### config.mk
export PLATFORM = sky130hd
export DESIGN_NAME = hat_row_match
export DESIGN_NICKNAME = d
export VERILOG_FILES = /design/src/hw/rtl/heap_allocation_tracker_unit_assert.svh /design/src/hw/rtl/hat_pkg.sv /design/src/hw/rtl/hat_row_match.sv
export SDC_FILE = /design/constraint.sdc
export NUM_CORES = 1
export LEC_CHECK = 0
export BUFFER_PORTS_ARGS = -buffer_cell sky130_fd_sc_hd__buf_2
export CAP_MARGIN = 10
export CORE_AREA = 2 2 643 645
export DETAILED_ROUTE_END_ITERATION = 8
export DIE_AREA = 0 0 645 647
export PLACE_DENSITY_LB_ADDON = 0.1
export SLEW_MARGIN = 20
export SYNTH_ARGS = -nofsm -noshare
export SYNTH_HDL_FRONTEND = slang
export SYNTH_SLANG_ARGS = --single-unit
### constraint.sdc
create_clock -name vclk -period 4.2
set_input_delay 0.84 -clock vclk [all_inputs]
set_output_delay 0.84 -clock vclk [all_outputs]
set_load 0.01 [all_outputs]
### src/hw/rtl/heap_allocation_tracker_unit_assert.svh
// Assertion macros shared by the tracker RTL.
// Every check is clocked on clk and held off while rst is high.
`ifndef HEAP_ALLOCATION_TRACKER_UNIT_ASSERT_SVH
`define HEAP_ALLOCATION_TRACKER_UNIT_ASSERT_SVH

// Same-cycle implication: when ante holds, cons holds in the same cycle.
`define HAT_ASSERT_NOW(label, ante, cons, msg) \
  label: assert property (@(posedge clk) disable iff (rst) (ante) |-> (cons)) \
    else $error(msg);

// Next-cycle implication: when ante holds, cons holds in the next cycle.
`define HAT_ASSERT_NEXT(label, ante, cons, msg) \
  label: assert property (@(posedge clk) disable iff (rst) (ante) |=> (cons)) \
    else $error(msg);

`endif

### src/hw/rtl/hat_pkg.sv
`default_nettype none

package hat_pkg;

  // Live table organization: entries are grouped into rows of lanes, and one
  // row of addresses is fetched and compared per cycle during the scan.
  localparam int TABLE_ENTRIES = 256;
  localparam int ROW_LANES     = 32;
  localparam int ROWS          = TABLE_ENTRIES / ROW_LANES;
  localparam int SLOT_BITS     = $clog2(TABLE_ENTRIES);
  localparam int LANE_BITS     = $clog2(ROW_LANES);
  localparam int ROW_BITS      = $clog2(ROWS);
  localparam int BLOCK_BITS    = $clog2(TABLE_ENTRIES + 1);

  // Field widths.
  localparam int ADDR_BITS  = 48;
  localparam int SIZE_BITS  = 32;
  localparam int BYTES_BITS = 48;
  localparam int COUNT_BITS = 32;
  localparam int TOTAL_BITS = 64;
  localparam int AVG_BITS   = 16;
  localparam int PROD_BITS  = AVG_BITS + COUNT_BITS;

  // Configuration port.
  localparam int CFG_DATA_BITS  = 48;
  localparam int CFG_INDEX_BITS = 3;

  localparam logic [CFG_INDEX_BITS-1:0] CFG_LEAK_HIGH     = 3'd0;
  localparam logic [CFG_INDEX_BITS-1:0] CFG_LEAK_CRITICAL = 3'd1;
  localparam logic [CFG_INDEX_BITS-1:0] CFG_LARGE_ALLOC   = 3'd2;
  localparam logic [CFG_INDEX_BITS-1:0] CFG_CHURN_AVG     = 3'd3;
  localparam logic [CFG_INDEX_BITS-1:0] CFG_CHURN_COUNT   = 3'd4;

  localparam logic [BYTES_BITS-1:0] RST_LEAK_HIGH     = 48'd1048576;
  localparam logic [BYTES_BITS-1:0] RST_LEAK_CRITICAL = 48'd16777216;
  localparam logic [SIZE_BITS-1:0]  RST_LARGE_ALLOC   = 32'd67108864;
  localparam logic [AVG_BITS-1:0]   RST_CHURN_AVG     = 16'd128;
  localparam logic [COUNT_BITS-1:0] RST_CHURN_COUNT   = 32'd1000;

  // Event codes.
  localparam logic OP_ALLOC = 1'b0;
  localparam logic OP_FREE  = 1'b1;

  // Leak severity classes.
  localparam logic [1:0] SEV_NONE     = 2'd0;
  localparam logic [1:0] SEV_MEDIUM   = 2'd1;
  localparam logic [1:0] SEV_HIGH     = 2'd2;
  localparam logic [1:0] SEV_CRITICAL = 2'd3;

  typedef logic [ROW_LANES*ADDR_BITS-1:0] addr_row_t;

  // Result of comparing one fetched row against the search key.
  typedef struct packed {
    logic                 hit;
    logic [LANE_BITS-1:0] hit_lane;
    logic                 free;
    logic [LANE_BITS-1:0] free_lane;
  } row_match_t;

endpackage

`default_nettype wire

### src/hw/rtl/hat_row_match.sv
`default_nettype none

module hat_row_match
  import hat_pkg::*;
(
  input  wire addr_row_t              row_addr,
  input  wire logic [ROW_LANES-1:0]   row_valid,
  input  wire logic [ADDR_BITS-1:0]   key,
  output row_match_t                  match
);

  logic [ROW_LANES-1:0] hit_vec;

  always_comb begin
    for (int l = 0; l < ROW_LANES; l++) begin
      hit_vec[l] = row_valid[l] && (row_addr[l*ADDR_BITS +: ADDR_BITS] == key);
    end
  end

  // Lowest lane wins for both the match and the free slot.
  always_comb begin
    match = '0;
    for (int l = ROW_LANES - 1; l >= 0; l--) begin
      if (hit_vec[l]) begin
        match.hit      = 1'b1;
        match.hit_lane = LANE_BITS'(l);
      end
      if (!row_valid[l]) begin
        match.free      = 1'b1;
        match.free_lane = LANE_BITS'(l);
      end
    end
  end

endmodule

`default_nettype wire

==> impl_metrics.toml <==
[floorplanning]
pin_count = 1628
coreArea_sq_um = 411000
std_cell_rows = 236
die_h_microns = 647
start_util = 0.04572
dieWidth_microns = 645
fp.dieArea_sq_um = 417300

[global_routing]
grt_pass1_wl_microns = 437500
grt_pass1_vias = 32394
antenna_found_initial = 275
grt_usage = 0.1691
grt_start_max_net_pins = 15
grt.overflow.total = 0

[sta]
setup_viol = 6
worst_slack_ns = -1.007
post-route-period-util = 1.240
rsz0062_at_grt = "true"
fmax_mhz = 192.1
min_period_ns = 5.207
relSlewSlack = 0.4094
worst_slew_pin_slew_ns = 0.8858
final-max-slew-violation-count = 0
hold_viol = 0

[pwr]
power_mw = 4.969
clkPwrFrac = 0
p_per_area_nw_per_um2 = 113.5
p_leak_nw = 18.53
power_switching_mw = 2.850
switching_share = 0.5736
ir_drop_uv = 45.86
p_int_mw = 2.119
sequentialPowerShare = 0
comb_power_share = 1.000

[setup_path]
path_class = "in -> out"
startpoint = "key[0]"
worstSetupStartpointType = "input pin"
end_kind = "output pin"
required_ns = 3.36
crit_arrival_ns = 4.37
crit_fanout = 7

[synthesis]
syn_area_per_cell_sq_um = 7.608
ys_seq_area_frac = 0
synth_warnings = 0
synthCells = 2470
yosysUniqueCellTypes = 64
synth_nets = 4086
syn_area_sq_um = 18790

[clock_network]
cts-hold-fix-buffers = 0

[place]
port_buffers = 1628
place_inst = 10167
place_hpwl_microns = 335900
gp_congestion = 0.8496

[worst_hold_path]
min_path_type = "in -> out"
hold_end = "match[1]"
min_delay_path_depth = 4
hold_start = "row_valid[0]"

[cells_and_area]
nets = 6406
areaGrowthSynthToFinish_pct = 132.9
clkbuf_count = 0
final_cell_count_no_fill = 10315
seq_cell_count = 0
fill_cells = 48272
drive_above_1_share = 0.5576
seqCellArea_sq_um = 0

[detailed_routing]
routed_wl_microns = 369500
ant_nets = 0
drtIter0Drc = 1778
vias_per_cell = 2.945
dr_total_vias = 30379
first_pass_iters = 5
wl_per_cell_microns = 35.82
drc = 0

[run_status]
violations = "negative setup slack"
status = "complete, but fails checks"

[job]
drv_cap = 0
## per-stage QoR
stage               setup WS [ns]  hold WS [ns]  cell area [sq um]  utilization  TNS (ns)
CTS                        -1.161         2.141              43070       0.1048    -6.150
global route               -1.166         2.151              43660       0.1062    -6.128
detailed placement         -2.290         2.139              41040      0.09984    -12.24
global placement           -2.492         2.138              40890      0.09949    -13.75
floorplan                  0.4402         1.774              18790            -         0
finish                     -1.007         2.118              43770       0.1065    -5.564
## critical path, cell delays in order
cell,delay (ns)
buf_12,0.12
buf_16,0.15
buf_4,0.19
xnor2_2,0.24
nand4_1,0.20
nor4_4,0.41
buf_4,0.23
nand4_1,0.12
a2111oi_2,0.45
buf_4,0.26
nor2_4,0.05
and3_4,0.22
a21boi_2,0.18
o311ai_4,0.34
a21boi_4,0.15
buf_6,0.15
## area by class of cell
cell class / instances / area, sq um / share of cell area
Multi-Input combinational cell: 2208 / 18660 / 0.4264
Timing Repair Buffer: 2496 / 17790 / 0.4064
Tap cell: 5474 / 6849 / 0.1565
Inverter: 84 / 336.6 / 0.007689
Antenna cell: 53 / 132.6 / 0.003030
## timing repair
item | in CTS | in global routing
endpoints found under the setup margin | 6 | 6
pin swaps | 85 | 39
resized for setup | 260 | 56
setup buffers | 75 | 28
gates cloned | 1 | 0
## power groups by stage
stage / registers [mW] / logic (mW) / clock network [mW]
2_1_floorplan: 0 / 1.49 / 0
3_3_place_gp: 0 / 4.87 / 0
3_5_place_dp: 0 / 4.85 / 0
4_1_cts: 0 / 5.08 / 0
5_1_grt: 0 / 5.26 / 0.000000273
6_report: 0 / 4.97 / 0.00000146
## how the worst max path moves through the flow
| stage | cells past startpoint | slack [ns] | to |
|---|---|---|---|
| final | 16 | -1.01 | match[8] |
| after global routing | 16 | -1.17 | match[7] |
| after CTS | 18 | -1.16 | match[7] |
| after detailed placement | 16 | -2.29 | match[7] |
| after global placement | 17 | -2.49 | match[8] |
| after floorplan | 12 | 0.44 | match[6] |
## Yosys cell counts (13+ instances only)
master	instances	share of area
o2bb2ai_1	19	0.0089
o21ai_0	19	0.0051
buf_2	115	0.031
o22ai_1	40	0.013
a21oi_1	16	0.0043
nand2_1	31	0.0062
nor2_1	27	0.0054
nand2b_1	31	0.010
nand3_1	41	0.011
nor4_1	259	0.086
o211ai_1	13	0.0052
a221oi_1	23	0.011
o2111ai_1	14	0.0065
nor3_1	38	0.010
buf_4	32	0.013
inv_2	14	0.0028
nand4_1	157	0.052
buf_6	25	0.015
inv_1	67	0.013
xor2_1	972	0.45
xnor2_1	398	0.19
## per-layer routing
metal  track usage  part of all wire  up-vias
met4       0.01495             0.017       74
li1              -                 -    13332
met1        0.2062              0.42    14973
met3       0.02503             0.046      447
met2        0.3200              0.52     1553
met5             0            0.0013        -
## placed cells by master, fill, tap and decap left out, drive strengths merged, types with 3 or more instances in the layout
| cell | Yosys | final |
|---|---|---|
| nor2 | 27 | 27 |
| inv | 81 | 80 |
| nand3 | 41 | 41 |
| or4 | 13 | 13 |
| o211ai | 13 | 13 |
| a31oi | 5 | 5 |
| o21a | 3 | 3 |
| clkinv | 3 | 3 |
| a22o | 9 | 9 |
| buf | 172 | 2494 |
| a222oi | 10 | 10 |
| o2bb2ai | 19 | 19 |
| nor3 | 39 | 39 |
| o221ai | 6 | 6 |
| nand2b | 31 | 31 |
| nor4 | 262 | 262 |
| diode | 0 | 53 |
| nor3b | 3 | 3 |
| a22oi | 10 | 10 |
| nor2b | 3 | 3 |
| a221oi | 23 | 23 |
| nand2 | 31 | 31 |
| a2111oi | 4 | 4 |
| xor2 | 972 | 972 |
| o22ai | 40 | 40 |
| a221o | 5 | 5 |
| xnor2 | 398 | 398 |
| a21oi | 17 | 17 |
| o21ai | 20 | 20 |
| nand4 | 157 | 157 |
| a21boi | 6 | 6 |
| o2111ai | 14 | 14 |
| and3 | 3 | 3 |
## logic make-up (layout without fill, tap and decap cells)
family                 count (synthesis)  in the layout  share of synthesized area
AO/OA/AOI/OAI                        214            214                    0.08602
XOR/XNOR                            1370           1370                     0.6385
AND/OR/NAND/NOR                      624            624                     0.1987
other                                  0             53                          0
buffers and inverters                262           2580                    0.07670
Note: power is estimated with default switching activity, not from simulation.
